[config.mk]
export PLATFORM = sky130hd
export DESIGN_NAME = tlv_response_deframer_flat
export DESIGN_NICKNAME = d
export VERILOG_FILES = /design/src/hw/rtl/tlvd_pkg.sv /design/src/hw/rtl/tlvd_if.sv /design/src/hw/rtl/tlv_response_deframer.sv /design/src/hw/rtl/tlvd_parser.sv /design/src/flat_wrapper.sv
export SDC_FILE = /design/constraint.sdc
export NUM_CORES = 1
export LEC_CHECK = 0
export BUFFER_PORTS_ARGS = -buffer_cell sky130_fd_sc_hd__buf_2
export CAP_MARGIN = 0
export CORE_ASPECT_RATIO = 1.75
export CORE_MARGIN = 3
export CORE_UTILIZATION = 58
export DETAILED_ROUTE_END_ITERATION = 6
export PLACE_DENSITY = 0.83
export SYNTH_ARGS = -nofsm -noshare
export SYNTH_HDL_FRONTEND = slang
export SYNTH_SLANG_ARGS = --single-unit
[constraint.sdc]
create_clock -name clk_i -period 4.1 [get_ports clk_i]
set_input_delay 0.82 -clock clk_i [delete_from_list [all_inputs] [get_ports clk_i]]
set_output_delay 0.82 -clock clk_i [all_outputs]
set_load 0.02 [all_outputs]
[src/hw/rtl/tlvd_pkg.sv]
// tlvd_pkg: shared codes and types of the tlv response deframer
// no dependencies; used by the parser, the top level and the checker

package tlvd_pkg;

  localparam logic [2:0] KIND_TAG    = 3'd0;
  localparam logic [2:0] KIND_LEN_HI = 3'd1;
  localparam logic [2:0] KIND_LEN_LO = 3'd2;
  localparam logic [2:0] KIND_VALUE  = 3'd3;
  localparam logic [2:0] KIND_END    = 3'd4;

  localparam logic [1:0] ERR_NONE   = 2'd0;
  localparam logic [1:0] ERR_SHORT  = 2'd1;
  localparam logic [1:0] ERR_HEADER = 2'd2;
  localparam logic [1:0] ERR_BOUNDS = 2'd3;

  localparam logic FMT_TLV  = 1'b0;
  localparam logic FMT_TLLV = 1'b1;

  typedef struct packed {
    logic [7:0] frame_byte;
    logic       frame_last;
  } step_t;

  typedef struct packed {
    logic [2:0]  byte_kind;
    logic [7:0]  content_byte;
    logic [7:0]  record_tag;
    logic [15:0] record_length;
    logic        record_end;
    logic [15:0] status_word;
    logic [1:0]  error_code;
    logic        frame_end;
  } result_t;

endpackage

[src/hw/rtl/tlvd_if.sv]
// tlvd channel interfaces: frame byte input, result output, format write
// depends on nothing

interface tlvd_in_if;
  logic       valid;
  logic       ready;
  logic [7:0] frame_byte;
  logic       frame_last;

  modport source (output valid, frame_byte, frame_last, input ready);
  modport sink   (input valid, frame_byte, frame_last, output ready);
endinterface

interface tlvd_out_if;
  logic        valid;
  logic        ready;
  logic [2:0]  byte_kind;
  logic [7:0]  content_byte;
  logic [7:0]  record_tag;
  logic [15:0] record_length;
  logic        record_end;
  logic [15:0] status_word;
  logic [1:0]  error_code;
  logic        frame_end;

  modport source (output valid, byte_kind, content_byte, record_tag, record_length,
                  record_end, status_word, error_code, frame_end, input ready);
  modport sink   (input valid, byte_kind, content_byte, record_tag, record_length,
                  record_end, status_word, error_code, frame_end, output ready);
endinterface

interface tlvd_cfg_if;
  logic valid;
  logic ready;
  logic record_format;

  modport source (output valid, record_format, input ready);
  modport sink   (input valid, record_format, output ready);
endinterface

[src/hw/rtl/tlv_response_deframer.sv]
// tlv_response_deframer: top level, input register, format register, result register
// depends on tlvd_pkg, tlvd_if and tlvd_parser
// a result passes from the input register through the parser into the result register
// throughput: one byte per cycle, set by the single parse step between the input and
// result registers; back-pressure holds one byte in the input register
// reset: async active low, clears the hold, the parser phase and the format (tlv)

module tlv_response_deframer (
  input  logic   clk_i,
  input  logic   rst_ni,
  tlvd_in_if.sink    in_chan_i,
  tlvd_cfg_if.sink   cfg_i,
  tlvd_out_if.source out_chan_o
);

  // format register, sampled by the parser on each tag byte
  logic fmt_q;

  assign cfg_i.ready = 1'b1;

  always_ff @(posedge clk_i or negedge rst_ni) begin
    if (!rst_ni) begin
      fmt_q <= tlvd_pkg::FMT_TLV;
    end else if (cfg_i.valid) begin
      fmt_q <= cfg_i.record_format;
    end
  end

  // input register stage
  logic            s1_valid_q;
  tlvd_pkg::step_t s1_step_q;
  logic            advance;
  logic            has_result;
  tlvd_pkg::result_t result;

  // result register
  logic              out_valid_q;
  tlvd_pkg::result_t out_q;

  // the input stage moves on when its byte makes no result or the result slot frees
  assign advance = s1_valid_q && (!has_result || !out_valid_q || out_chan_o.ready);
  assign in_chan_i.ready = !s1_valid_q || advance;

  always_ff @(posedge clk_i or negedge rst_ni) begin
    if (!rst_ni) begin
      s1_valid_q <= 1'b0;
    end else if (in_chan_i.ready) begin
      s1_valid_q <= in_chan_i.valid;
    end
  end

  always_ff @(posedge clk_i) begin
    if (in_chan_i.ready && in_chan_i.valid) begin
      s1_step_q.frame_byte <= in_chan_i.frame_byte;
      s1_step_q.frame_last <= in_chan_i.frame_last;
    end
  end

  tlvd_parser u_parser (
    .clk_i           (clk_i),
    .rst_ni          (rst_ni),
    .step_en_i       (advance),
    .step_i          (s1_step_q),
    .record_format_i (fmt_q),
    .has_result_o    (has_result),
    .result_o        (result)
  );

  always_ff @(posedge clk_i or negedge rst_ni) begin
    if (!rst_ni) begin
      out_valid_q <= 1'b0;
    end else if (advance && has_result) begin
      out_valid_q <= 1'b1;
    end else if (out_chan_o.ready) begin
      out_valid_q <= 1'b0;
    end
  end

  always_ff @(posedge clk_i) begin
    if (advance && has_result) begin
      out_q <= result;
    end
  end

  assign out_chan_o.valid         = out_valid_q;
  assign out_chan_o.byte_kind     = out_q.byte_kind;
  assign out_chan_o.content_byte  = out_q.content_byte;
  assign out_chan_o.record_tag    = out_q.record_tag;
  assign out_chan_o.record_length = out_q.record_length;
  assign out_chan_o.record_end    = out_q.record_end;
  assign out_chan_o.status_word   = out_q.status_word;
  assign out_chan_o.error_code    = out_q.error_code;
  assign out_chan_o.frame_end     = out_q.frame_end;

endmodule

[src/hw/rtl/tlvd_parser.sv]
// tlvd_parser: byte hold-back, tlv record parser state and per-byte result logic
// depends on tlvd_pkg

module tlvd_parser (
  input  logic             clk_i,
  input  logic             rst_ni,
  input  logic             step_en_i,
  input  tlvd_pkg::step_t  step_i,
  input  logic             record_format_i,
  output logic             has_result_o,
  output tlvd_pkg::result_t result_o
);

  typedef enum logic [1:0] {
    PH_TAG    = 2'd0,
    PH_LEN_HI = 2'd1,
    PH_LEN_LO = 2'd2,
    PH_VALUE  = 2'd3
  } phase_e;

  logic [7:0]  held0_q, held0_d, held1_q, held1_d;
  logic [1:0]  cnt_q, cnt_d;
  phase_e      phase_q, phase_d;
  logic [7:0]  tag_q, tag_d;
  logic [15:0] len_q, len_d;
  logic [15:0] rem_q, rem_d;

  // parse of the byte leaving the hold
  phase_e      p_phase;
  logic [7:0]  p_tag;
  logic [15:0] p_len, p_rem, p_rlen;
  logic [2:0]  p_kind;
  logic        p_end;

  always_comb begin
    p_phase = phase_q;
    p_tag   = tag_q;
    p_len   = len_q;
    p_rem   = rem_q;
    p_rlen  = '0;
    p_end   = 1'b0;
    p_kind  = tlvd_pkg::KIND_TAG;
    case (phase_q)
      PH_TAG: begin
        p_kind  = tlvd_pkg::KIND_TAG;
        p_tag   = held0_q;
        p_len   = '0;
        p_rem   = '0;
        p_phase = (record_format_i == tlvd_pkg::FMT_TLLV) ? PH_LEN_HI : PH_LEN_LO;
      end
      PH_LEN_HI: begin
        p_kind  = tlvd_pkg::KIND_LEN_HI;
        p_len   = {held0_q, 8'h00};
        p_phase = PH_LEN_LO;
      end
      PH_LEN_LO: begin
        p_kind = tlvd_pkg::KIND_LEN_LO;
        p_len  = {len_q[15:8], held0_q};
        p_rlen = p_len;
        if (p_len == 16'd0) begin
          p_end   = 1'b1;
          p_phase = PH_TAG;
        end else begin
          p_rem   = p_len;
          p_phase = PH_VALUE;
        end
      end
      PH_VALUE: begin
        p_kind = tlvd_pkg::KIND_VALUE;
        p_rlen = len_q;
        if (rem_q != 16'd0) p_rem = 16'(rem_q - 16'd1);
        if (p_rem == 16'd0) begin
          p_end   = 1'b1;
          p_phase = PH_TAG;
        end
      end
      default: begin
        p_phase = PH_TAG;
      end
    endcase
  end

  always_comb begin
    held0_d  = held0_q;
    held1_d  = held1_q;
    cnt_d    = cnt_q;
    phase_d  = phase_q;
    tag_d    = tag_q;
    len_d    = len_q;
    rem_d    = rem_q;
    has_result_o = 1'b0;
    result_o = '0;

    if (!step_i.frame_last && cnt_q != 2'd2) begin
      // filling the hold, nothing to report yet
      if (cnt_q == 2'd0) held0_d = step_i.frame_byte;
      else               held1_d = step_i.frame_byte;
      cnt_d = 2'(cnt_q + 2'd1);
    end else if (cnt_q == 2'd2) begin
      has_result_o           = 1'b1;
      result_o.byte_kind     = p_kind;
      result_o.content_byte  = held0_q;
      result_o.record_tag    = p_tag;
      result_o.record_length = p_rlen;
      result_o.record_end    = p_end;
      phase_d = p_phase;
      tag_d   = p_tag;
      len_d   = p_len;
      rem_d   = p_rem;
      held0_d = held1_q;
      held1_d = step_i.frame_byte;
      if (step_i.frame_last) begin
        result_o.frame_end   = 1'b1;
        result_o.status_word = {held1_q, step_i.frame_byte};
        case (p_phase)
          PH_LEN_HI, PH_LEN_LO: result_o.error_code = tlvd_pkg::ERR_HEADER;
          PH_VALUE:             result_o.error_code = tlvd_pkg::ERR_BOUNDS;
          default:              result_o.error_code = tlvd_pkg::ERR_NONE;
        endcase
      end
    end else begin
      // last byte with fewer than two held: no content
      has_result_o        = 1'b1;
      result_o.byte_kind  = tlvd_pkg::KIND_END;
      result_o.frame_end  = 1'b1;
      if (cnt_q == 2'd1) begin
        result_o.status_word = {held0_q, step_i.frame_byte};
        result_o.error_code  = tlvd_pkg::ERR_NONE;
      end else begin
        result_o.error_code  = tlvd_pkg::ERR_SHORT;
      end
    end

    if (step_i.frame_last) begin
      held0_d = '0;
      held1_d = '0;
      cnt_d   = '0;
      phase_d = PH_TAG;
      tag_d   = '0;
      len_d   = '0;
      rem_d   = '0;
    end
  end

  always_ff @(posedge clk_i or negedge rst_ni) begin
    if (!rst_ni) begin
      held0_q <= '0;
      held1_q <= '0;
      cnt_q   <= '0;
      phase_q <= PH_TAG;
      tag_q   <= '0;
      len_q   <= '0;
      rem_q   <= '0;
    end else if (step_en_i) begin
      held0_q <= held0_d;
      held1_q <= held1_d;
      cnt_q   <= cnt_d;
      phase_q <= phase_d;
      tag_q   <= tag_d;
      len_q   <= len_d;
      rem_q   <= rem_d;
    end
  end

endmodule

[src/flat_wrapper.sv]
// flat-port wrapper written by rule: the top's interface ports become plain ports
module tlv_response_deframer_flat 
  (clk_i, rst_ni, in_chan_i_valid, in_chan_i_frame_byte, in_chan_i_frame_last, in_chan_i_ready, cfg_i_valid, cfg_i_record_format, cfg_i_ready, out_chan_o_valid, out_chan_o_byte_kind, out_chan_o_content_byte, out_chan_o_record_tag, out_chan_o_record_length, out_chan_o_record_end, out_chan_o_status_word, out_chan_o_error_code, out_chan_o_frame_end, out_chan_o_ready);
  tlvd_in_if in_chan_i_i ();
  tlvd_cfg_if cfg_i_i ();
  tlvd_out_if out_chan_o_i ();
  input  logic clk_i;
  input  logic rst_ni;
  input wire logic [$bits(in_chan_i_i.valid)-1:0] in_chan_i_valid;
  input wire logic [$bits(in_chan_i_i.frame_byte)-1:0] in_chan_i_frame_byte;
  input wire logic [$bits(in_chan_i_i.frame_last)-1:0] in_chan_i_frame_last;
  output wire logic [$bits(in_chan_i_i.ready)-1:0] in_chan_i_ready;
  input wire logic [$bits(cfg_i_i.valid)-1:0] cfg_i_valid;
  input wire logic [$bits(cfg_i_i.record_format)-1:0] cfg_i_record_format;
  output wire logic [$bits(cfg_i_i.ready)-1:0] cfg_i_ready;
  output wire logic [$bits(out_chan_o_i.valid)-1:0] out_chan_o_valid;
  output wire logic [$bits(out_chan_o_i.byte_kind)-1:0] out_chan_o_byte_kind;
  output wire logic [$bits(out_chan_o_i.content_byte)-1:0] out_chan_o_content_byte;
  output wire logic [$bits(out_chan_o_i.record_tag)-1:0] out_chan_o_record_tag;
  output wire logic [$bits(out_chan_o_i.record_length)-1:0] out_chan_o_record_length;
  output wire logic [$bits(out_chan_o_i.record_end)-1:0] out_chan_o_record_end;
  output wire logic [$bits(out_chan_o_i.status_word)-1:0] out_chan_o_status_word;
  output wire logic [$bits(out_chan_o_i.error_code)-1:0] out_chan_o_error_code;
  output wire logic [$bits(out_chan_o_i.frame_end)-1:0] out_chan_o_frame_end;
  input wire logic [$bits(out_chan_o_i.ready)-1:0] out_chan_o_ready;
  assign in_chan_i_i.valid = in_chan_i_valid;
  assign in_chan_i_i.frame_byte = in_chan_i_frame_byte;
  assign in_chan_i_i.frame_last = in_chan_i_frame_last;
  assign in_chan_i_ready = in_chan_i_i.ready;
  assign cfg_i_i.valid = cfg_i_valid;
  assign cfg_i_i.record_format = cfg_i_record_format;
  assign cfg_i_ready = cfg_i_i.ready;
  assign out_chan_o_valid = out_chan_o_i.valid;
  assign out_chan_o_byte_kind = out_chan_o_i.byte_kind;
  assign out_chan_o_content_byte = out_chan_o_i.content_byte;
  assign out_chan_o_record_tag = out_chan_o_i.record_tag;
  assign out_chan_o_record_length = out_chan_o_i.record_length;
  assign out_chan_o_record_end = out_chan_o_i.record_end;
  assign out_chan_o_status_word = out_chan_o_i.status_word;
  assign out_chan_o_error_code = out_chan_o_i.error_code;
  assign out_chan_o_frame_end = out_chan_o_i.frame_end;
  assign out_chan_o_i.ready = out_chan_o_ready;
  tlv_response_deframer u_core (.clk_i(clk_i), .rst_ni(rst_ni), .in_chan_i(in_chan_i_i), .cfg_i(cfg_i_i), .out_chan_o(out_chan_o_i));
endmodule
==> impl_metrics.py, run 1 <==
metrics = {
    "critical_path": {
        "crit_chain": "inv_1, ha_1, or3b_1, or4_1, o21a_1, a2111oi_4, nand4_2, a31oi_1, o41ai_1",
        "worstSetupStartpointType": "flop",
        "critPathBufInv": 1,
        "crit_path_end": "u_core.out_chan_o.error_code[0]",
        "cp.arrival_ns": 3.35,
        "path_class": "reg -> reg",
        "worstPathRequired_ns": 4.23,
        "path_max_fanout": 8,
        "reg2reg_depth": 9,
        "r2r_end": "u_core.out_chan_o.error_code[0]",
        "critPathTopFamily": "simple AND/OR/NAND/NOR gates",
        "cp-startpoint": "u_core.u_parser.rem_q[0]",
        "r2r-start": "u_core.u_parser.rem_q[0]",
        "critPathMaxStageDelay_ns": 0.50,
        "path_depth": 9,
        "critPathCaptureType": "flop",
        "worst_path_max_delay_cell": "or3b_1",
        "r2r_setup_slack_ns": 0.88,
    },
    "clock_network": {
        "postCtsSetupBuffers": 0,
        "path_clk_slew_ns": 0.06,
        "clock_path_buffers": 2,
        "cts.hold.buffers_added": 0,
        "cts_made_buffers": 17,
        "cts_resized": 0,
        "clock_tree.root_cell": "clkbuf_16",
        "htree_levels": 4,
        "cts_tree": "yes",
        "clock_latency_ns": 0.42,
        "cts.sinks": 127,
    },
    "logic_synthesis": {
        "synth_mux_area_share_pct": 4.32,
        "synth_fa_ha_area_share_pct": 1.85,
        "mappedNetlistNets": 585,
        "synth_top_family_by_area": "simple AND/OR/NAND/NOR gates",
        "synth-simple-area-share_pct": 17.5,
        "synth_edf_count": 64,
        "synth-async-reset-ratio_pct": 49.6,
        "synthXorXnorAreaFrac_pct": 0.864,
        "ys_warn_count": 0,
        "synth_cell_types": 57,
        "netlist_area_sq_um": 6080,
        "ys_seq_area_share_pct": 57.5,
        "synth-seq-cells": 127,
        "postSynthCellCount": 561,
        "avgSynthCellArea_sq_um": 10.8,
        "synth_compound_area_share_pct": 14.3,
        "synth_flop_cell": "edfxtp_1",
    },
    "die": {
        "die_h_um": 141,
        "rows": 48,
        "core_area_sq_um": 10000,
        "die-area_sq_um": 11800,
        "ioPinCount": 73,
        "die-width_um": 83.4,
        "start_util_pct": 60.6,
    },
    "drt": {
        "wirelength_um": 15000,
        "firstDrtPassIters": 5,
        "vias": 4709,
        "viasPerCell": 6.26,
        "ant_nets": 0,
        "avgRoutedWirePerCell_um": 20.0,
        "drtIter0Drc": 381,
        "drc": 0,
    },
    "timing": {
        "hold_viol_final": 0,
        "fin_crit_ns": 3.22,
        "rsz0062_at_grt": "no",
        "slew_headroom_pct": 15.4,
        "maxSlewViolCount": 0,
        "fmax_mhz": 310,
        "finalCritPeriodShare_pct": 78.6,
        "skew_ns": 0.00616,
        "setup_viol": 0,
        "totalNegativeSetupSlack_ns": 0,
        "worst_slew_pin_slew_ns": 1.26,
        "fin_hold_ws_ns": 0.341,
    },
    "placement": {
        "gp_congestion": 0.963,
        "io_buffer_count": 71,
        "dp_cells": 720,
        "hpwl_um": 10400,
    },
    "layout": {
        "layout-drive-gt1-share_pct": 19.3,
        "layout.nets": 638,
        "fin_cells": 752,
        "mostFrequentLayoutCells": "84 x nand2_1, 71 x buf_2, 64 x edfxtp_1",
        "layout_commonest_cell": "nand2_1",
        "fillers": 685,
        "diodes": 0,
        "syn2layout_area_growth_pct": 16.6,
    },
    "job": {
        "drv_cap": 0,
    },
    "global_route": {
        "grt_max_degree": 46,
        "grtUsageTotal_pct": 26.9,
        "grt_first_pass_wirelength_um": 24700,
        "overflow": 0,
        "antenna_found_initial": 0,
        "grt_pass1_vias": 4778,
    },
    "outcome": {
        "status": "complete, no violations",
    },
    "power_and_ir_drop": {
        "power_density_nw_per_um2": 605,
        "vdd_drop_max_uv": 488,
        "p_leak_nw": 3.02,
    },
    "hold_path": {
        "hold_path_class": "in -> async",
    },
}
==> power breakdown <==
part	leakage, nW	total (mW)	switching (mW)	internal [mW]
sequential	1.48	1.75	0.187	1.56
combinational	1.25	0.973	0.647	0.326
clock	0.289	1.57	0.560	1.01
==> flip-flops by register name (all words and copies together), names as in the netlist, 8 cells and up <==
register / cells
u_core.u_parser.tag_q: 8
u_core.u_parser.len_q: 16
u_core.s1_step_q: 9
u_core.out_chan_o.record_length: 16
u_core.u_parser.held0_q: 8
u_core.out_chan_o.record_tag: 8
u_core.u_parser.rem_q: 16
u_core.out_chan_o.status_word: 16
u_core.u_parser.held1_q: 8
u_core.out_chan_o.content_byte: 8
==> worst min path at each step <==
| stage | end | depth (start not counted) | slack [ns] |
|---|---|---|---|
| 3_3_place_gp | u_core.u_parser.len_q[5] | 2 | 0.46 |
| 5_1_grt | u_core.u_parser.len_q[6] | 1 | 0.37 |
| 6_report | u_core.u_parser.rem_q[3] | 1 | 0.34 |
| 3_5_place_dp | u_core.u_parser.len_q[2] | 2 | 0.47 |
| 2_1_floorplan | u_core.u_parser.len_q[0] | 2 | 0.45 |
| 4_1_cts | u_core.u_parser.len_q[3] | 1 | 0.35 |
==> area by class of cell <==
class / count / area [sq um] / area share, %
tap: 125 / 156 / 2.21
multi-input combinational: 380 / 2370 / 33.5
sequential: 127 / 3500 / 49.3
clock inverter: 15 / 194 / 2.74
clock buffer: 17 / 425 / 6.00
inverter: 11 / 41.3 / 0.582
timing repair buffer: 77 / 400 / 5.65
==> Yosys cell counts, types with 4 or more instances <==
| cell type | n | area (sq um) |
|---|---|---|
| buf_1 | 5 | 18.8 |
| and2_1 | 19 | 119 |
| o21ai_0 | 38 | 190 |
| mux2i_1 | 24 | 240 |
| a22oi_1 | 6 | 45.0 |
| a22o_1 | 8 | 70.1 |
| nand2_1 | 84 | 315 |
| or4_1 | 5 | 37.5 |
| nor2_1 | 26 | 97.6 |
| inv_1 | 11 | 41.3 |
| xnor2_1 | 4 | 35.0 |
| nor4_1 | 11 | 68.8 |
| a21oi_1 | 12 | 60.1 |
| edfxtp_1 | 64 | 1920 |
| o21ai_1 | 4 | 20.0 |
| and3_1 | 7 | 43.8 |
| nand2b_1 | 15 | 93.8 |
| a21boi_0 | 10 | 75.1 |
| nor2b_1 | 13 | 81.3 |
| or3_1 | 9 | 56.3 |
| nor3_1 | 6 | 30.0 |
| ha_1 | 9 | 113 |
| a21o_1 | 5 | 37.5 |
| o31ai_1 | 19 | 143 |
| dfrtp_1 | 63 | 1580 |
| clkbuf_1 | 34 | 128 |
==> metrics by stage <==
| stage | util (%) | instance area (sq um) | worst slack, ns | power (mW) |
|---|---|---|---|---|
| finish | 70.7 | 7090 | 0.879 | 4.29 |
| global route | 70.7 | 7090 | 0.594 | 4.48 |
| CTS | 70.7 | 7090 | 0.918 | 4.30 |
| detailed placement | 64.5 | 6470 | 0.983 | 2.72 |
| global placement | 64.5 | 6470 | 1.07 | 2.68 |
| floorplan | - | 6080 | 0.455 | 2.41 |
==> logic make-up (layout without fill, tap and decap cells) <==
kind of cell | Yosys count | count (layout)
muxes | 26 | 26
AOI/OAI and AO/OA | 128 | 128
other | 1 | 1
xor gates and xnor gates | 6 | 6
adders and majority gates | 9 | 9
and+or+nand+nor | 210 | 210
buffers and inverters | 54 | 120
DFF | 127 | 127
==> layer usage <==
metal	track usage (%)	up-vias	wire length, um
li1	-	2132	-
met1	28.7	2284	5240
met2	48.9	229	8250
met3	6.57	64	792
met4	13.6	0	747
met5	0	-	0
No activity file was read; power rests on OpenSTA's default activity.
==> inputs of run 2 (changes only) <==
ABC_AREA = 1   (was default)
CORE_UTILIZATION = 52   (was 58)
PLACE_DENSITY = 0.78   (was 0.83)
clock period = 2.9 ns   (was 4.1 ns; I/O delays follow)
==> impl_metrics.py, run 2 <==
metrics = {
    "power_and_ir_drop": {
        "p_leak_nw": 3.18,
        "vdd_drop_max_uv": 572,
        "finalPower_mw": 6.49,
        "power_density_nw_per_um2": 915,
    },
    "die": {
        "die-width_um": 87.2,
        "core_area_sq_um": 11200,
        "die_h_um": 148,
        "start_util_pct": 53.5,
        "ioPinCount": 73,
        "die-area_sq_um": 12900,
        "rows": 51,
    },
    "timing": {
        "skew_ns": 0.00987,
        "rsz0062_at_grt": "no",
        "worst_slew_pin_slew_ns": 0.916,
        "hold_viol_final": 0,
        "setup_viol": 0,
        "fmax_mhz": 374,
        "finalCritPeriodShare_pct": 92.3,
        "totalNegativeSetupSlack_ns": 0,
        "fin_crit_ns": 2.68,
        "maxSlewViolCount": 0,
        "fin_ws_ns": 0.223,
        "slew_headroom_pct": 39.0,
    },
    "critical_path": {
        "reg2reg_depth": 10,
        "r2r_setup_slack_ns": 0.37,
        "worst_path_max_delay_cell": "dfrtp_1",
        "worstPathRequired_ns": 2.32,
        "cp.arrival_ns": 2.10,
        "critPathCaptureType": "primary output",
        "r2r_end": "u_core.u_parser.rem_q[14]",
        "path_max_fanout": 10,
        "path_class": "reg -> out",
        "r2r-start": "u_core.u_parser.cnt_q[0]",
        "critPathMaxStageDelay_ns": 0.37,
        "crit_chain": "inv_1, ha_1, nor2_2, clkinv_1, nand4_1, buf_2",
        "worstSetupStartpointType": "flop",
    },
    "clock_network": {
        "clock_tree.root_cell": "clkbuf_16",
        "cts.sinks": 127,
        "cts.hold.buffers_added": 0,
        "postCtsSetupBuffers": 0,
        "htree_levels": 4,
        "clock_path_buffers": 2,
        "cts_tree": "yes",
        "clock_latency_ns": 0.42,
        "cts_made_buffers": 17,
        "cts_resized": 0,
        "path_clk_slew_ns": 0.06,
    },
    "logic_synthesis": {
        "synth_cell_types": 38,
        "synth-seq-cells": 127,
        "synth_area_leaders": "edfxtp_1 32%, dfrtp_1 26%, nand2_1 7.4%",
        "avgSynthCellArea_sq_um": 9.32,
        "synth.top_cells.by_count": "118 x nand2_1, 83 x inv_1, 75 x o21ai_0",
        "yosysMostFrequentCell": "nand2_1",
        "ys_seq_area_share_pct": 58.3,
        "netlist.area_leader.share_pct": 32.0,
        "synth_flop_cell": "edfxtp_1",
        "synth-async-reset-ratio_pct": 49.6,
        "netlist_area_sq_um": 6000,
        "synth_edf_count": 64,
        "ys_warn_count": 0,
        "postSynthCellCount": 644,
        "mappedNetlistNets": 668,
        "yosysTopAreaCell": "edfxtp_1",
    },
    "placement": {
        "io_buffer_count": 71,
        "gp_congestion": 0.948,
        "dp_slack_ns": 0.305,
        "hpwl_um": 11300,
        "dp_cells": 836,
        "place_area_sq_um": 6540,
    },
    "global_route": {
        "overflow": 0,
        "grt_max_degree": 40,
        "grt_first_pass_wirelength_um": 25100,
        "grtUsageTotal_pct": 25.8,
        "antenna_found_initial": 0,
        "grt_pass1_vias": 5150,
    },
    "drt": {
        "firstDrtPassIters": 6,
        "avgRoutedWirePerCell_um": 18.1,
        "drc": 0,
        "viasPerCell": 5.77,
        "ant_nets": 0,
        "drtIter0Drc": 364,
        "wirelength_um": 15700,
        "vias": 5008,
    },
    "layout": {
        "mostFrequentLayoutCells": "118 x nand2_1, 82 x inv_1, 75 x o21ai_0",
        "layout_commonest_cell": "nand2_1",
        "syn2layout_area_growth_pct": 18.1,
        "fin_cells": 868,
        "diodes": 0,
        "fin_area_sq_um": 7090,
        "layout-drive-gt1-share_pct": 19.7,
        "layout.nets": 747,
    },
    "job": {
        "drv_cap": 0,
    },
    "outcome": {
        "status": "complete, no violations",
    },
    "hold_path": {
        "hold_path_class": "in -> async",
    },
}
## run 2: kinds of logic after synthesis
logic type / count (synthesis) / share of synthesized area (%)
other: 1 / 0.0625
multiplexers: 1 / 0.188
AO/OA/AOI/OAI: 125 / 11.4
flip-flops: 127 / 58.3
AND/OR/NAND/NOR: 261 / 20.1
buffers and inverters: 116 / 7.54
XOR/XNOR: 4 / 0.583
adder cells (fa/ha/maj): 9 / 1.88
## run 2: where the power goes
group | internal (mW) | switching, mW | total, mW
Combinational | 0.584 | 1.44 | 2.03
Sequential | 2.25 | 0.236 | 2.49
Clock | 1.17 | 0.796 | 1.97
## run 2: cell type report
| cell class | count | area [sq um] |
|---|---|---|
| fill | 907 | 4140 |
| inverter | 90 | 338 |
| clock inverter | 14 | 119 |
| clock buffer | 18 | 429 |
| sequential | 127 | 3500 |
| multi-input combinational | 401 | 2060 |
| tap | 132 | 165 |
| timing repair buffer | 86 | 480 |
## run 2: critical path: cells and delay by family, from the launching register on
family | cells | cell delay [ns]
buf+inv | 3 | 0.58
simple gates | 2 | 0.42
fa+ha+maj | 1 | 0.32
flops | 1 | 0.37
## run 2: stage by stage
stage	util, %	hold WS [ns]
floorplan	-	0.284
global placement	58.2	0.465
detailed placement	58.2	0.471
CTS	63.1	0.322
global route	63.1	0.326
finish	63.1	0.293
## run 2: worst max-delay path by stage
stage / startpoint / endpoint / slack (ns)
2_1_floorplan: u_core.u_parser.cnt_q[0] / u_core.out_chan_o.byte_kind[0] / 0.03
3_3_place_gp: u_core.u_parser.cnt_q[0] / u_core.u_parser.len_q[5] / 0.62
3_5_place_dp: u_core.u_parser.cnt_q[0] / u_core.u_parser.len_q[5] / 0.30
4_1_cts: u_core.u_parser.cnt_q[0] / in_chan_i_ready / 0.24
5_1_grt: u_core.u_parser.cnt_q[0] / in_chan_i_ready / 0.09
6_report: u_core.u_parser.cnt_q[0] / in_chan_i_ready / 0.22
## run 2: routing by layer
| layer | vias to the layer above | part of all wire, % | track usage [%] |
|---|---|---|---|
| li1 | 2313 | - | - |
| met1 | 2379 | 33 | 26.7 |
| met2 | 231 | 55 | 45.7 |
| met3 | 85 | 5.5 | 5.27 |
| met4 | 0 | 6.5 | 17.4 |
| met5 | - | 0 | 0 |
